### src/hw/rtl/adpcm4_pkg.sv
// Shared types, constants and the step table for the four-bit ADPCM codec.
package adpcm4_pkg;

    // Field and state widths.
    localparam int X_W     = 16;
    localparam int CODE_W  = 4;
    localparam int LVL_W   = 20;
    localparam int STEP_W  = 10;
    localparam int MAG_W   = 3;
    localparam int DELTA_W = 14;
    localparam int QBITS   = 4;
    localparam int QCNT_W  = 2;

    // Level and output limits.
    localparam int LVL_MAX = 524287;
    localparam int LVL_MIN = -524288;
    localparam int PCM_MAX = 32767;
    localparam int PCM_MIN = -32768;

    // Reset value of both step registers.
    localparam logic [STEP_W-1:0] STEP_RESET = 10'd32;

    // Configuration direction codes.
    localparam logic DIR_ENCODE = 1'b0;
    localparam logic DIR_DECODE = 1'b1;

    // Sequencer states, one-hot.
    typedef enum logic [6:0] {
        ST_IDLE = 7'b0000001,
        ST_LEAK = 7'b0000010,
        ST_DIFF = 7'b0000100,
        ST_BIAS = 7'b0001000,
        ST_QUO  = 7'b0010000,
        ST_MUL  = 7'b0100000,
        ST_ADD  = 7'b1000000
    } state_t;

    // Status from the datapath to the sequencer.
    typedef struct packed {
        logic start;
        logic decode;
        logic quo_last;
        logic out_free;
    } seq_in_t;

    // Step size for each magnitude index.
    function automatic logic [STEP_W-1:0] step_of(input logic [MAG_W-1:0] mag);
        logic [STEP_W-1:0] s;
        unique case (mag)
            3'd0:    s = 10'd32;
            3'd1:    s = 10'd48;
            3'd2:    s = 10'd71;
            3'd3:    s = 10'd105;
            3'd4:    s = 10'd156;
            3'd5:    s = 10'd232;
            3'd6:    s = 10'd345;
            default: s = 10'd512;
        endcase
        return s;
    endfunction

endpackage

### src/hw/rtl/adpcm4_alu.sv
// Shared add/subtract unit used by every step of the codec except the multiply.
module adpcm4_alu #(
    parameter int AW = 28
) (
    input  logic signed [AW-1:0] a,
    input  logic signed [AW-1:0] b,
    input  logic                 sub,
    output logic signed [AW-1:0] y,
    output logic                 neg
);

    // One adder, with the second operand optionally negated.
    always_comb
    begin
        if (sub)
        begin
            y = a - b;
        end
        else
        begin
            y = a + b;
        end
        neg = y[AW-1];
    end

endmodule

### src/hw/rtl/adpcm4_seq.sv
// One-item sequencer: leak, diff, bias, quotient (encode only), mul, update.
module adpcm4_seq (
    input  logic                clk,
    input  logic                rst_n,
    input  adpcm4_pkg::seq_in_t ctl,
    output adpcm4_pkg::state_t  state
);

    adpcm4_pkg::state_t state_reg;
    adpcm4_pkg::state_t state_next;

    // Next-state logic.
    always_comb
    begin
        state_next = state_reg;
        unique case (state_reg)
            adpcm4_pkg::ST_IDLE:
            begin
                if (ctl.start)
                begin
                    state_next = adpcm4_pkg::ST_LEAK;
                end
            end
            adpcm4_pkg::ST_LEAK:
            begin
                state_next = ctl.decode ? adpcm4_pkg::ST_MUL : adpcm4_pkg::ST_DIFF;
            end
            adpcm4_pkg::ST_DIFF: state_next = adpcm4_pkg::ST_BIAS;
            adpcm4_pkg::ST_BIAS: state_next = adpcm4_pkg::ST_QUO;
            adpcm4_pkg::ST_QUO:
            begin
                if (ctl.quo_last)
                begin
                    state_next = adpcm4_pkg::ST_MUL;
                end
            end
            adpcm4_pkg::ST_MUL:  state_next = adpcm4_pkg::ST_ADD;
            adpcm4_pkg::ST_ADD:
            begin
                if (ctl.out_free)
                begin
                    state_next = adpcm4_pkg::ST_IDLE;
                end
            end
            default: state_next = adpcm4_pkg::ST_IDLE;
        endcase
    end

    // State register.
    always_ff @(posedge clk or negedge rst_n)
    begin
        if (!rst_n)
        begin
            state_reg <= adpcm4_pkg::ST_IDLE;
        end
        else
        begin
            state_reg <= state_next;
        end
    end

    assign state = state_reg;

endmodule

### src/hw/rtl/adpcm_4bit_codec_top.sv
// Top level of the four-bit ADPCM codec: datapath registers, operand selection and ports.
//
//   Channel      Direction  Contents (lowest bit first)
//   s_axis       in         tdata[15:0] sample_or_code
//   m_axis       out        tdata[3:0] code_out, [19:4] pcm_out, [23:20] zero
//   cfg_wr_*     in         cfg_wr_data: direction (0 encode, 1 decode)
//
// Encode runs leak, difference, bias, quotient, multiply and update; decode runs leak,
// multiply and update. Both begin in the idle state, where the next transaction is
// accepted. Each add or subtract is one pass through the shared adder; the encoder
// quotient takes one bit per cycle. Reset clears the level to zero and both step
// registers to 32; no clearing pass. A finished result waits in the output register;
// the update step stalls only while that register is still full and not being taken.
module adpcm_4bit_codec_top #(
    parameter int LEAK_SHIFT = 6
) (
    input  logic        clk,
    input  logic        rst_n,
    // Input stream.
    input  logic        s_axis_tvalid,
    output logic        s_axis_tready,
    input  logic [15:0] s_axis_tdata,   // [15:0] sample_or_code
    // Output stream.
    output logic        m_axis_tvalid,
    input  logic        m_axis_tready,
    output logic [23:0] m_axis_tdata,   // [3:0] code_out, [19:4] pcm_out, [23:20] zero
    // Configuration.
    input  logic        cfg_wr_en,
    input  logic        cfg_wr_data
);

    localparam int LVL_W   = adpcm4_pkg::LVL_W;
    localparam int STEP_W  = adpcm4_pkg::STEP_W;
    localparam int X_W     = adpcm4_pkg::X_W;
    localparam int CODE_W  = adpcm4_pkg::CODE_W;
    localparam int DELTA_W = adpcm4_pkg::DELTA_W;
    localparam int MAG_W   = adpcm4_pkg::MAG_W;
    localparam int QBITS   = adpcm4_pkg::QBITS;
    localparam int QCNT_W  = adpcm4_pkg::QCNT_W;
    localparam int AW      = LVL_W + LEAK_SHIFT + 2;

    localparam logic signed [AW-1:0] LVL_MAX_A = AW'(adpcm4_pkg::LVL_MAX);
    localparam logic signed [AW-1:0] LVL_MIN_A = AW'(adpcm4_pkg::LVL_MIN);
    localparam logic signed [LVL_W-1:0] PCM_MAX_L = LVL_W'(adpcm4_pkg::PCM_MAX);
    localparam logic signed [LVL_W-1:0] PCM_MIN_L = LVL_W'(adpcm4_pkg::PCM_MIN);
    localparam logic [AW-1:0] LEAK_ROUND = AW'(1) << (LEAK_SHIFT - 1);

    // Control state.
    adpcm4_pkg::state_t        state;
    adpcm4_pkg::seq_in_t       seq_ctl;
    logic                      dir_reg;
    logic signed [LVL_W-1:0]   level_reg,  level_next;
    logic [STEP_W-1:0]         recent_reg, recent_next;
    logic [STEP_W-1:0]         older_reg,  older_next;
    logic                      out_valid_reg, out_valid_next;
    logic [QCNT_W-1:0]         cnt_reg,    cnt_next;

    // Working and result registers.
    logic signed [X_W-1:0]     x_reg,      x_next;
    logic signed [LVL_W-1:0]   leak_reg,   leak_next;
    logic [STEP_W-1:0]         step_reg,   step_next;
    logic signed [AW-1:0]      acc_reg,    acc_next;
    logic                      neg_reg,    neg_next;
    logic [QBITS-1:0]          q_reg,      q_next;
    logic [CODE_W-1:0]         code_reg,   code_next;
    logic [DELTA_W-1:0]        delta_reg,  delta_next;
    logic [CODE_W-1:0]         code_out_reg, code_out_next;
    logic signed [X_W-1:0]     pcm_out_reg,  pcm_out_next;

    // Shared adder operands.
    logic signed [AW-1:0]      alu_a, alu_b, alu_y;
    logic                      alu_sub, alu_neg;

    logic                      in_fire, out_free, add_fire;
    logic [STEP_W+1:0]         step_sum;
    logic signed [AW-1:0]      lvl_ext;
    logic [AW-1:0]             divisor;
    logic [QBITS-1:0]          q_final;
    logic [MAG_W-1:0]          q_mag;
    logic signed [LVL_W-1:0]   level_sat;
    logic [DELTA_W-1:0]        delta_prod;

    assign in_fire       = s_axis_tvalid && s_axis_tready;
    assign out_free      = !out_valid_reg || m_axis_tready;
    assign add_fire      = (state == adpcm4_pkg::ST_ADD) && out_free;
    assign s_axis_tready = (state == adpcm4_pkg::ST_IDLE);

    assign seq_ctl.start    = in_fire;
    assign seq_ctl.decode   = (dir_reg == adpcm4_pkg::DIR_DECODE);
    assign seq_ctl.quo_last = (cnt_reg == '0);
    assign seq_ctl.out_free = out_free;

    adpcm4_seq u_seq (
        .clk   (clk),
        .rst_n (rst_n),
        .ctl   (seq_ctl),
        .state (state)
    );

    adpcm4_alu #(
        .AW (AW)
    ) u_alu (
        .a   (alu_a),
        .b   (alu_b),
        .sub (alu_sub),
        .y   (alu_y),
        .neg (alu_neg)
    );

    // Quantizer step: rounded weighted mean of the recent step (weight one) and the older step (weight three).
    assign step_sum = {2'b00, recent_reg} + {1'b0, older_reg, 1'b0} + {2'b00, older_reg}
                    + (STEP_W+2)'(2);
    assign lvl_ext  = AW'(level_reg);
    assign divisor  = {{(AW-STEP_W-1){1'b0}}, step_reg, 1'b0} << cnt_reg;

    // Final quotient bit, then clamp of the magnitude to seven.
    always_comb
    begin
        q_final = q_reg;
        if (!alu_neg)
        begin
            q_final[cnt_reg] = 1'b1;
        end
        q_mag = q_final[QBITS-1] ? '1 : q_final[MAG_W-1:0];
    end

    // Delta for the applied code: step times (2m+1).
    assign delta_prod = step_reg * {code_reg[MAG_W-1:0], 1'b1};

    // Operand selection for the shared adder.
    always_comb
    begin
        alu_a   = '0;
        alu_b   = '0;
        alu_sub = 1'b0;
        unique case (state)
            adpcm4_pkg::ST_LEAK:
            begin
                // L*(2^S - 1) + 2^(S-1); low bits of the shifted level are zero.
                alu_a   = (lvl_ext <<< LEAK_SHIFT) | LEAK_ROUND;
                alu_b   = lvl_ext;
                alu_sub = 1'b1;
            end
            adpcm4_pkg::ST_DIFF:
            begin
                alu_a   = AW'(x_reg);
                alu_b   = AW'(leak_reg);
                alu_sub = 1'b1;
            end
            adpcm4_pkg::ST_BIAS:
            begin
                // |d| + step + 1, folding the absolute value into the operation.
                if (neg_reg)
                begin
                    alu_a   = AW'({1'b0, step_reg} + (STEP_W+1)'(1));
                    alu_b   = acc_reg;
                    alu_sub = 1'b1;
                end
                else
                begin
                    alu_a   = acc_reg;
                    alu_b   = AW'({1'b0, step_reg} + (STEP_W+1)'(1));
                end
            end
            adpcm4_pkg::ST_QUO:
            begin
                alu_a   = acc_reg;
                alu_b   = divisor;
                alu_sub = 1'b1;
            end
            adpcm4_pkg::ST_ADD:
            begin
                alu_a   = AW'(leak_reg);
                alu_b   = AW'({1'b0, delta_reg});
                alu_sub = code_reg[CODE_W-1];
            end
            default:
            begin
                alu_a   = '0;
                alu_b   = '0;
                alu_sub = 1'b0;
            end
        endcase
    end

    // Level saturation after the update.
    always_comb
    begin
        if (alu_y > LVL_MAX_A)
        begin
            level_sat = LVL_W'(adpcm4_pkg::LVL_MAX);
        end
        else if (alu_y < LVL_MIN_A)
        begin
            level_sat = LVL_W'(adpcm4_pkg::LVL_MIN);
        end
        else
        begin
            level_sat = alu_y[LVL_W-1:0];
        end
    end

    // Next values of all registers.
    always_comb
    begin
        level_next     = level_reg;
        recent_next    = recent_reg;
        older_next     = older_reg;
        out_valid_next = out_valid_reg;
        cnt_next       = cnt_reg;
        x_next         = x_reg;
        leak_next      = leak_reg;
        step_next      = step_reg;
        acc_next       = acc_reg;
        neg_next       = neg_reg;
        q_next         = q_reg;
        code_next      = code_reg;
        delta_next     = delta_reg;
        code_out_next  = code_out_reg;
        pcm_out_next   = pcm_out_reg;

        if (out_valid_reg && m_axis_tready)
        begin
            out_valid_next = 1'b0;
        end

        unique case (state)
            adpcm4_pkg::ST_IDLE:
            begin
                if (in_fire)
                begin
                    x_next    = s_axis_tdata;
                    code_next = s_axis_tdata[CODE_W-1:0];
                end
            end
            adpcm4_pkg::ST_LEAK:
            begin
                leak_next = alu_y[LVL_W+LEAK_SHIFT-1:LEAK_SHIFT];
                step_next = step_sum[STEP_W+1:2];
            end
            adpcm4_pkg::ST_DIFF:
            begin
                acc_next = alu_y;
                neg_next = alu_neg;
            end
            adpcm4_pkg::ST_BIAS:
            begin
                acc_next = alu_y;
                cnt_next = '1;
                q_next   = '0;
            end
            adpcm4_pkg::ST_QUO:
            begin
                // Restoring division, one quotient bit per cycle.
                if (!alu_neg)
                begin
                    acc_next = alu_y;
                end
                q_next   = q_final;
                cnt_next = cnt_reg - QCNT_W'(1);
                if (cnt_reg == '0)
                begin
                    code_next = {neg_reg, q_mag};
                end
            end
            adpcm4_pkg::ST_MUL:
            begin
                delta_next = delta_prod;
            end
            adpcm4_pkg::ST_ADD:
            begin
                if (add_fire)
                begin
                    level_next     = level_sat;
                    older_next     = recent_reg;
                    recent_next    = adpcm4_pkg::step_of(code_reg[MAG_W-1:0]);
                    out_valid_next = 1'b1;
                    code_out_next  = code_reg;
                    if (level_sat > PCM_MAX_L)
                    begin
                        pcm_out_next = X_W'(adpcm4_pkg::PCM_MAX);
                    end
                    else if (level_sat < PCM_MIN_L)
                    begin
                        pcm_out_next = X_W'(adpcm4_pkg::PCM_MIN);
                    end
                    else
                    begin
                        pcm_out_next = level_sat[X_W-1:0];
                    end
                end
            end
            default:
            begin
                out_valid_next = out_valid_reg;
            end
        endcase
    end

    // Control and state registers.
    always_ff @(posedge clk or negedge rst_n)
    begin
        if (!rst_n)
        begin
            dir_reg       <= adpcm4_pkg::DIR_ENCODE;
            level_reg     <= '0;
            recent_reg    <= adpcm4_pkg::STEP_RESET;
            older_reg     <= adpcm4_pkg::STEP_RESET;
            out_valid_reg <= 1'b0;
            cnt_reg       <= '0;
        end
        else
        begin
            if (cfg_wr_en)
            begin
                dir_reg <= cfg_wr_data;
            end
            level_reg     <= level_next;
            recent_reg    <= recent_next;
            older_reg     <= older_next;
            out_valid_reg <= out_valid_next;
            cnt_reg       <= cnt_next;
        end
    end

    // Working and result registers.
    always_ff @(posedge clk)
    begin
        x_reg        <= x_next;
        leak_reg     <= leak_next;
        step_reg     <= step_next;
        acc_reg      <= acc_next;
        neg_reg      <= neg_next;
        q_reg        <= q_next;
        code_reg     <= code_next;
        delta_reg    <= delta_next;
        code_out_reg <= code_out_next;
        pcm_out_reg  <= pcm_out_next;
    end

    assign m_axis_tvalid = out_valid_reg;
    assign m_axis_tdata  = {4'b0000, pcm_out_reg, code_out_reg};

`ifndef SYNTH
    // An accepted transaction always starts with the leak step.
    a_start_leak: assert property (@(posedge clk) disable iff (!rst_n)
        in_fire |=> (state == adpcm4_pkg::ST_LEAK))
        else $error("accepted transaction did not start with the leak step");

    // A new result appears only out of the update step.
    a_result_from_add: assert property (@(posedge clk) disable iff (!rst_n)
        $rose(out_valid_reg) |-> $past(state == adpcm4_pkg::ST_ADD))
        else $error("result appeared outside the update step");

    // The quotient never divides by a zero step.
    a_step_nonzero: assert property (@(posedge clk) disable iff (!rst_n)
        (state == adpcm4_pkg::ST_QUO) |-> (step_reg != '0))
        else $error("zero step during quotient");

    // The update step never overwrites a result that is still waiting.
    a_no_overwrite: assert property (@(posedge clk) disable iff (!rst_n)
        (out_valid_reg && !m_axis_tready) |=> $stable(pcm_out_reg))
        else $error("waiting result was overwritten");
`endif

endmodule

### config.mk
export PLATFORM = sky130hd
export DESIGN_NAME = adpcm_4bit_codec_top
export DESIGN_NICKNAME = d
export VERILOG_FILES = /design/src/hw/rtl/adpcm4_pkg.sv /design/src/hw/rtl/adpcm4_alu.sv /design/src/hw/rtl/adpcm4_seq.sv /design/src/hw/rtl/adpcm_4bit_codec_top.sv
export SDC_FILE = /design/constraint.sdc
export NUM_CORES = 1
export LEC_CHECK = 0
export BUFFER_PORTS_ARGS = -buffer_cell sky130_fd_sc_hd__buf_2
export CAP_MARGIN = 15
export CORE_AREA = 3 3 136 138
export CTS_BUF_LIST = sky130_fd_sc_hd__clkbuf_4
export CTS_CLUSTER_SIZE = 24
export DETAILED_ROUTE_END_ITERATION = 10
export DIE_AREA = 0 0 139 141
export PLACE_DENSITY_LB_ADDON = 0.05
export SETUP_SLACK_MARGIN = 0.02
export SYNTH_ARGS = -nofsm -noshare
export SYNTH_HDL_FRONTEND = slang
export SYNTH_SLANG_ARGS = --single-unit
### constraint.sdc
create_clock -name clk -period 15.6 [get_ports clk]
set_input_delay 2.34 -clock clk [delete_from_list [all_inputs] [get_ports clk]]
set_output_delay 2.34 -clock clk [all_outputs]
set_load 0.01 [all_outputs]
# == Word level (Yosys, flattened, before mapping) ==
# Cells that the tools add are included.
# word_totals
inputBits,22
rom_bits,0
latchBits,0
out_inout_bits,26
ff_bits,168
mem_count,0
mem_bits_rw,0
# classes
n_eq_ne,17
n_bitwise,1
mux,30
multipliers,1
n_div,0
n_shift,1
n_addsub,7
magnitude_cmp,6
n_reduce_logical,20
# ops
operator,count
$pmux 28 s5,2
$mux 28,4
$pmux 10 s7,1
$pmux 28 s2,1
$pmux 7 s7,1
$mux 20,2
$add 28x28->28,1
$gt 28x20->1 const B,1
$lt 28x20->1 const B,1
$shl 11x2->28,1
$sub 28x28->28,1
$mux 7,3
$gt 20x16->1 const B,1
$lt 20x16->1 const B,1
$mux 16,1
$pmux 4 s2,2
$mul 10x4->14,1
$add 10x11->12,1
$add 12x10->12,1
$add 12x2->12 const B,1
$mux 4,3
$add 10x1->11 const B,1
$eq 3x3->1 const B,3
$reduce_bool 2->1,4
other kinds (32),44

# == Depth between registers and ports, before layout ==
# Gate-level depths: netlist (run 1).
# depth
ltp_word,10
mapped_depth,25
depth_no_buf,23

# == Modules after synthesis ==
# A second synthesis (run 1) with hierarchy kept.
# unflattened
cells_unflattened,1255
hier_area_um2,12164.2
# modules_own_cells
module,cells_per_inst,seq_area_each_um2,area_each_um2,instances
adpcm_4bit_codec_top,866,4616.9,9481.6,1
adpcm4_alu,343,0.0,2252.2,1
adpcm4_seq,46,176.4,430.4,1

# == Worst setup path before layout (run 1) ==
# OpenSTA, ideal clock, no wires.
# synth_path
kind,reg2reg
from,"register u_seq.state_reg[1], in the netlist u_seq.state[1]"
to,register acc_reg[0] (enable)
arrival_ns,6.229
slack_ns,8.919
period_less_slack_ns,6.681
t_required_ns,15.148
setup_ns,0.452
stages_incl_launch_ff,22
path_buffers,3
path_cell_list,dfrtp_1 buf_2 nor4b_1 and2_4 buf_2 a222oi_1 ha_1 and2_1 nand2_1 or3_1 o31a_1 a221o_1 a21oi_1 ha_1 clkbuf_1 a21oi_1 o21ai_0 o21bai_1 a311oi_1 o21bai_1 xnor2_1 o21ai_0
# synth_between
elab_chain_len,6
# synth_lines
item,line,text
"start, declared",adpcm4_seq.sv:9,adpcm4_pkg::state_t state_reg;
"start signal, assigned",adpcm4_seq.sv:54,state_reg <= adpcm4_pkg::ST_IDLE;
"start signal, assigned",adpcm4_seq.sv:58,state_reg <= state_next;
$eq 7x7->1 (tied with other cells),adpcm_4bit_codec_top.sv:136,unique case (state)
$pmux 28 s5 / $reduce_or 3->1 (equally long branches),-,
$add 28x28->28 (tied with other cells),adpcm4_alu.sv:21,y = a + b;
$mux 28,adpcm4_alu.sv:15,if (sub)
$ne 2x2->1 (no line),-,
$reduce_and 2->1 (no line) *,-,
"end signal, assigned",adpcm_4bit_codec_top.sv:332,acc_reg <= acc_next;
"end, declared",adpcm_4bit_codec_top.sv:62,"logic signed [AW-1:0] acc_reg, acc_next;"
# Mark *: on every way between the ends. The rest lies on a longest branch, timed or not.
# A chain may end at the register's enable or synchronous reset.

# == Final worst setup path (run 1) ==
# layout_path
from,"register u_seq.state_reg[2], in the netlist u_seq.state[2]"
to,register level_reg[7]
# layout_between
elab_chain_len,7
# layout_lines
item,line,text
$eq 7x7->1 (tied with other cells),"adpcm_4bit_codec_top.sv:85, adpcm_4bit_codec_top.sv:136, adpcm_4bit_codec_top.sv:227",
$pmux 28 s5 / $reduce_or 3->1 (equally long branches),-,
$add 28x28->28 (tied with other cells),adpcm4_alu.sv:21,
$mux 28,adpcm4_alu.sv:15,
$lt 28x20->1,adpcm_4bit_codec_top.sv:193,else if (alu_y < LVL_MIN_A)
$mux 20,adpcm_4bit_codec_top.sv:193,
$mux 20,adpcm_4bit_codec_top.sv:189,if (alu_y > LVL_MAX_A)
"end signal, assigned",adpcm_4bit_codec_top.sv:318,level_reg <= level_next;
"end, declared",adpcm_4bit_codec_top.sv:52,"logic signed [LVL_W-1:0] level_reg, level_next;"
# Parallel ways exist; a longest one is shown, timed or not.

==> impl_metrics.tcl, run 1 <==
set metrics [dict create \
    multiInputGateArea_um2 5800 \
    synth-edff-count 117 \
    hold_viol 0 \
    drtAntennaViolNets 0 \
    clk_path_buf_depth 2 \
    nFillCells 1387 \
    synth_seq_cells 168 \
    worst_slew_pin_slew_ns 1.10 \
    cp_data_arrival_time_ns 7.21 \
    setup_tns_ns 0 \
    critPathLaunchType "flip-flop" \
    area_delta_synth_final_pct 5.88 \
    slew_headroom 0.267 \
    worstHoldStart "recent_reg[5]" \
    hp-class "flip-flop to flip-flop" \
    viasPerCell 6.67 \
    cp.required_ns 16.02 \
    synthSimpleGateAreaFrac 0.148 \
    clkTransAtPathRegs_ns 0.16 \
    dr.pass1.iters 10 \
    drt_iter0_drc 1574 \
    reg2reg_depth 22 \
    io_pins 48 \
    setup_viol 0 \
    ys_warn_count 0 \
    dp_hpwl_um 23800 \
    synthArstFlopShare 0.304 \
    use_met3 0.0600 \
    row_count 48 \
    die_area_um2 19600 \
    grt_use_met1 0.506 \
    synthAdderAreaFrac 0.117 \
    routed_wl_um 32300 \
    clk_latency_ns 0.60 \
    end_kind "flip-flop" \
    fin_crit_sh 0.435 \
    cts.sinks 168 \
    yosys-top-cells-area "edfxtp_1, dfrtp_1, ha_1" \
    nets 1249 \
    max_cap_violations 0 \
    post_cts_resized 0 \
    start_util 0.642 \
    numCtsBuffers 17 \
    seq_area_frac_synth 0.432 \
    rsz0062_at_grt "false" \
    drcViolationCount 0 \
    coreArea_um2 17300 \
    clock.fmax_ghz 0.147 \
    yosysTopAreaCellShare 0.317 \
    synth_xor_area_frac 0.0535 \
    maxSlewViolCount 0 \
    r2r_setup_slack_ns 8.81 \
    grt_pass1_wl_um 50500 \
    yosys_most_used_dff "edfxtp_1" \
    fin_crit_ns 6.79 \
    cts_setup_buffers 0 \
    gr-total-overflow 0 \
    r2r_end "level_reg[7]" \
    worstSetupPathType "flip-flop to flip-flop" \
    finClkSkew_ns 0.0380 \
    cts_max_level 4 \
    syn_inst 1124 \
    gp_congestion 0.998 \
    regArea_um2 4790 \
    layout-drive-gt1-share 0.104 \
    netlist_top_cells_count "nand2_1, edfxtp_1, a21oi_1" \
    chipWidth_um 139 \
    avgSynthCellArea_um2 9.87 \
    worstHoldEndpoint "older_reg[5]" \
    status "completed" \
    cts-root-buf "clkbuf_4" \
    grt_max_degree 58 \
    via_count 9178 \
    grt_pass1_vias 8719 \
    port_buffers 43 \
    synthesis.area_um2 11100 \
    whs_path_depth 2 \
    use_met2 0.491 \
    synth_top_family_by_area "compound AO/OA/AOI/OAI gates" \
    routedWlPerCell_um 23.4 \
    antenna_found_initial 1 \
    synth_compound_area_frac 0.190 \
    r2r-start "u_seq.state[2]" \
    largest_reg_flops 28 \
    path_max_fanout 31 \
    synth_top_area_cell "edfxtp_1" \
    final_util 0.679 \
    cts_hold_buf 0 \
    busiest_layer "met1" \
    die_h_um 141 \
    grt_util_all_layers 0.335 \
    whs_ns 0.504 \
    synthMuxAreaShare 0.0124 \
    cts_tree "yes" \
    synth.most_common_cell "nand2_1" \
    synth_cell_types 83 \
]
## cell families after synthesis
group,count (synthesis)
AO/OA/AOI/OAI,316
XOR/XNOR,67
buffers and inverters,126
multiplexers,13
other,1
adder cells (fa/ha/maj),89
flip-flops,168
AND/OR/NAND/NOR,344
## layout make-up
| class | count | area share |
|---|---|---|
| Tap cell | 225 | 0.0240 |
| Inverter | 63 | 0.0201 |
| Antenna cell | 1 | 0.000213 |
| Multi-Input combinational cell | 833 | 0.494 |
| Timing Repair Buffer | 55 | 0.0260 |
| Clock buffer | 17 | 0.0109 |
| Clock inverter | 15 | 0.0175 |
| Sequential cell | 168 | 0.408 |
## placed cells by master, fill, tap and decap left out, types with 8 or more instances in the layout
cell type  count
a21o_1        13
a21oi_1       91
a221o_1       13
a222oi_1       8
a22o_1        10
a22oi_1       17
and2_1        18
and3_1        11
buf_2         43
buf_4         11
clkbuf_4      18
dfrtp_1       48
edfxtp_1     117
fa_1          25
ha_1          64
inv_1         62
nand2_1      147
nand3_1       19
nand4_1       15
nor2_1        68
nor2b_1       11
nor3_1        17
o21ai_0       51
o21ai_1       26
o21bai_1      12
xnor2_1       42
xor2_1        24
## metal layers
layer / vias to the layer above / wire length (um)
met5: - / 0
met4: 0 / 1100
met3: 79 / 3580
met2: 555 / 14200
met1: 4427 / 13400
li1: 4117 / -
## worst max-delay path, stage by stage (launching register included)
cell      delay (ns)
dfrtp_1         0.56
nor4b_1         0.90
and2_1          0.23
buf_4           0.35
a222oi_1        0.14
o211ai_1        0.26
nor3_2          0.14
nand3_2         0.15
nor3_1          0.10
a21oi_1         0.16
xor2_1          0.18
ha_1            0.31
a21o_1          0.20
a21oi_1         0.21
o21ai_0         0.22
nor3_1          0.45
o21a_1          0.23
o21bai_1        0.12
xnor2_1         0.33
xor2_2          0.17
buf_4           0.27
a21oi_2         0.76
a21oi_1         0.15
## metrics by stage
step	area, um^2	setup slack [ns]	cells
5_1_grt	11800	8.35	1377
3_5_place_dp	11400	8.61	1343
6_report	11800	8.81	1377
4_1_cts	11700	8.58	1375
3_3_place_gp	11400	8.78	1343
2_1_floorplan	11100	8.92	1127
## worst max path at each step
| stage | from | cells past startpoint | slack, ns | end |
|---|---|---|---|---|
| 3_5_place_dp | u_seq.state[0] | 20 | 8.61 | pcm_out_reg[4] |
| 6_report | u_seq.state[2] | 22 | 8.81 | level_reg[7] |
| 3_3_place_gp | u_seq.state[0] | 18 | 8.78 | pcm_out_reg[3] |
| 2_1_floorplan | u_seq.state[1] | 21 | 8.92 | acc_reg[0] |
| 5_1_grt | cnt_reg[0] | 21 | 8.35 | level_reg[7] |
| 4_1_cts | u_seq.state[0] | 20 | 8.58 | pcm_out_reg[4] |
Power of run 1 is not shown: default switching activity piles up to over one toggle a cycle in this logic, so the estimate is an artifact.
==> run 2: changes to the inputs <==
- ABC_AREA: unset -> 1
- CORE_AREA: 3 3 136 138 -> 3 3 140 142
- DIE_AREA: 0 0 139 141 -> 0 0 143 145
- clock period: 15.6 -> 6.4 ns (I/O delays scaled with it)
==> run 2 against run 1 <==
Effect of this change: cell count is 23% higher; hold slack worse by 0.052 ns; via count is 10% higher; synthesized cell count is 25% higher; clock skew is 0.0062 ns lower; flip-flop and latch count stayed put; global-route usage is 0.93 points lower; first-iteration DRC count is 16% lower; highest routed layer unchanged.
==> impl_metrics.tcl, run 2 <==
set metrics [dict create \
    hp-class "input pin to async pin" \
    fin_crit_ns 5.98 \
    die_area_um2 20700 \
    dp_hpwl_um 25700 \
    area_delta_synth_final_pct 6.71 \
    netlist_top_cells_count "nand2_1, inv_1, nor2_1" \
    gp_congestion 0.992 \
    dr.pass1.iters 8 \
    whs_ns 0.453 \
    synth.most_common_cell "nand2_1" \
    critPathLaunchType "flip-flop" \
    viasPerCell 5.96 \
    design_area_um2 12500 \
    drcViolationCount 0 \
    clk_path_buf_depth 2 \
    coreArea_um2 18600 \
    use_met3 0.0847 \
    grt_use_met1 0.508 \
    setup_viol 0 \
    largest_reg_flops 28 \
    die_h_um 145 \
    max_cap_violations 0 \
    path_max_fanout 26 \
    routedWlPerCell_um 19.6 \
    synthArstFlopShare 0.304 \
    port_buffers 43 \
    status "completed" \
    synthesis.area_um2 11700 \
    placed_area_um2 12100 \
    cts_tree "yes" \
    setup_tns_ns 0 \
    start_util 0.628 \
    grt_max_degree 75 \
    gr-total-overflow 0 \
    via_count 10100 \
    drtAntennaViolNets 0 \
    io_pins 48 \
    cp_data_arrival_time_ns 6.42 \
    worst_slew_pin_slew_ns 0.794 \
    chipWidth_um 143 \
    synth_top_area_cell "edfxtp_1" \
    cp.required_ns 6.84 \
    worstSetupPathType "flip-flop to flip-flop" \
    cp_common_cell "nand2_1" \
    slew_headroom 0.470 \
    cts-root-buf "clkbuf_4" \
    slowest_stage "dfstp_2" \
    end_kind "flip-flop" \
    numCtsBuffers 17 \
    busiest_layer "met1" \
    maxSlewViolCount 0 \
    routed_wl_um 33300 \
    synth_cell_types 55 \
    yosys-top-cells-area "edfxtp_1, nand2_1, dfrtp_1" \
    fin_crit_sh 0.934 \
    synth-edff-count 117 \
    row_count 50 \
    yosys_most_used_dff "edfxtp_1" \
    layout-drive-gt1-share 0.111 \
    clk_latency_ns 0.59 \
    layout.cells.most_common_list "nand2_1, inv_1, edfxtp_1" \
    yosysTopAreaCellShare 0.301 \
    clkTransAtPathRegs_ns 0.18 \
    final_util 0.671 \
    grt_pass1_wl_um 52100 \
    grt_util_all_layers 0.326 \
    hold_viol 0 \
    grt_pass1_vias 9410 \
    clock.fmax_ghz 0.167 \
    cts_max_level 4 \
    nets 1561 \
    antenna_found_initial 1 \
    cts.sinks 168 \
    drt_iter0_drc 1323 \
    ys_warn_count 0 \
    synth_seq_cells 168 \
    critPathMaxStageDelay_ns 0.56 \
    syn_inst 1407 \
    finClkSkew_ns 0.0318 \
    use_met2 0.453 \
    seq_area_frac_synth 0.411 \
    cts_hold_buf 0 \
    avgSynthCellArea_um2 8.30 \
    layout_commonest_cell "nand2_1" \
]
==> run 2: changes by cell type after synthesis, sizes merged, moves of 19 or more <==
| cell | previous run | this run |
|---|---|---|
| nand2 | 150 | 396 |
| nor2 | 68 | 129 |
| a21oi | 92 | 57 |
| xnor2 | 42 | 12 |
| nand3 | 20 | 109 |
| and2 | 19 | 0 |
| inv | 62 | 164 |
==> run 2: area by class of cell <==
class | instances | area [um^2]
Fill cell | 1562 | 6120
Tap cell | 234 | 293
Clock buffer | 17 | 128
Timing Repair Buffer | 70 | 418
Sequential cell | 168 | 4790
Inverter | 168 | 633
Clock inverter | 15 | 158
Multi-Input combinational cell | 1025 | 6030
Antenna cell | 1 | 2.50
==> run 2: cells by family after synthesis <==
| group | count (synthesis) | share of synthesized area |
|---|---|---|
| and+or+nand+nor | 673 | 0.255 |
| buffers and inverters | 217 | 0.0768 |
| AOI/OAI and AO/OA | 204 | 0.105 |
| DFF | 168 | 0.411 |
| adders and majority gates | 89 | 0.111 |
| xor gates and xnor gates | 54 | 0.0405 |
| other | 1 | 0.000321 |
| muxes | 1 | 0.000964 |
==> run 2: critical path, delay by kind of cell (launching register included) <==
kind                     cells  cell delay [ns]
AO/OA/AOI/OAI                6             1.49
AND/OR/NAND/NOR             20             2.92
adder cells (fa/ha/maj)      2             0.50
buffers and inverters        3             0.32
flip-flops                   1             0.56
==> run 2: routing by layer <==
metal / routed length, um / up-vias
met2: 13800 / 583
met1: 14800 / 4718
met5: 0 / -
li1: - / 4758
met3: 3960 / 61
met4: 756 / 0
==> run 2: path summary, 6_finish.rpt <==
check                      depth (start not counted)  slack, ns            from              to
hold reg to reg                                    1       0.49         dir_reg  u_seq.state[2]
setup reg to reg                                  31       0.42  u_seq.state[0]  pcm_out_reg[1]
min in group clk                                   1       0.49         dir_reg  u_seq.state[2]
setup / recovery                                  31       0.42  u_seq.state[0]  pcm_out_reg[1]
hold / removal                                     2       0.45           rst_n   recent_reg[3]
max in group asynchronous                          2       5.45           rst_n      cnt_reg[0]
==> run 2: what timing repair did <==
item,4_1_cts,5_1_grt
setup endpoints to repair,0,32
setup buffers,0,10
gates resized for setup,0,6
==> run 2: metrics by stage <==
stage	cells	worst slack, ns
after floorplan	1410	1.62
after global placement	1655	0.466
after detailed placement	1655	0.393
after CTS	1687	0.317
after global routing	1698	-0.00160
final	1698	0.423
Power of run 2 is left out for the same reason.
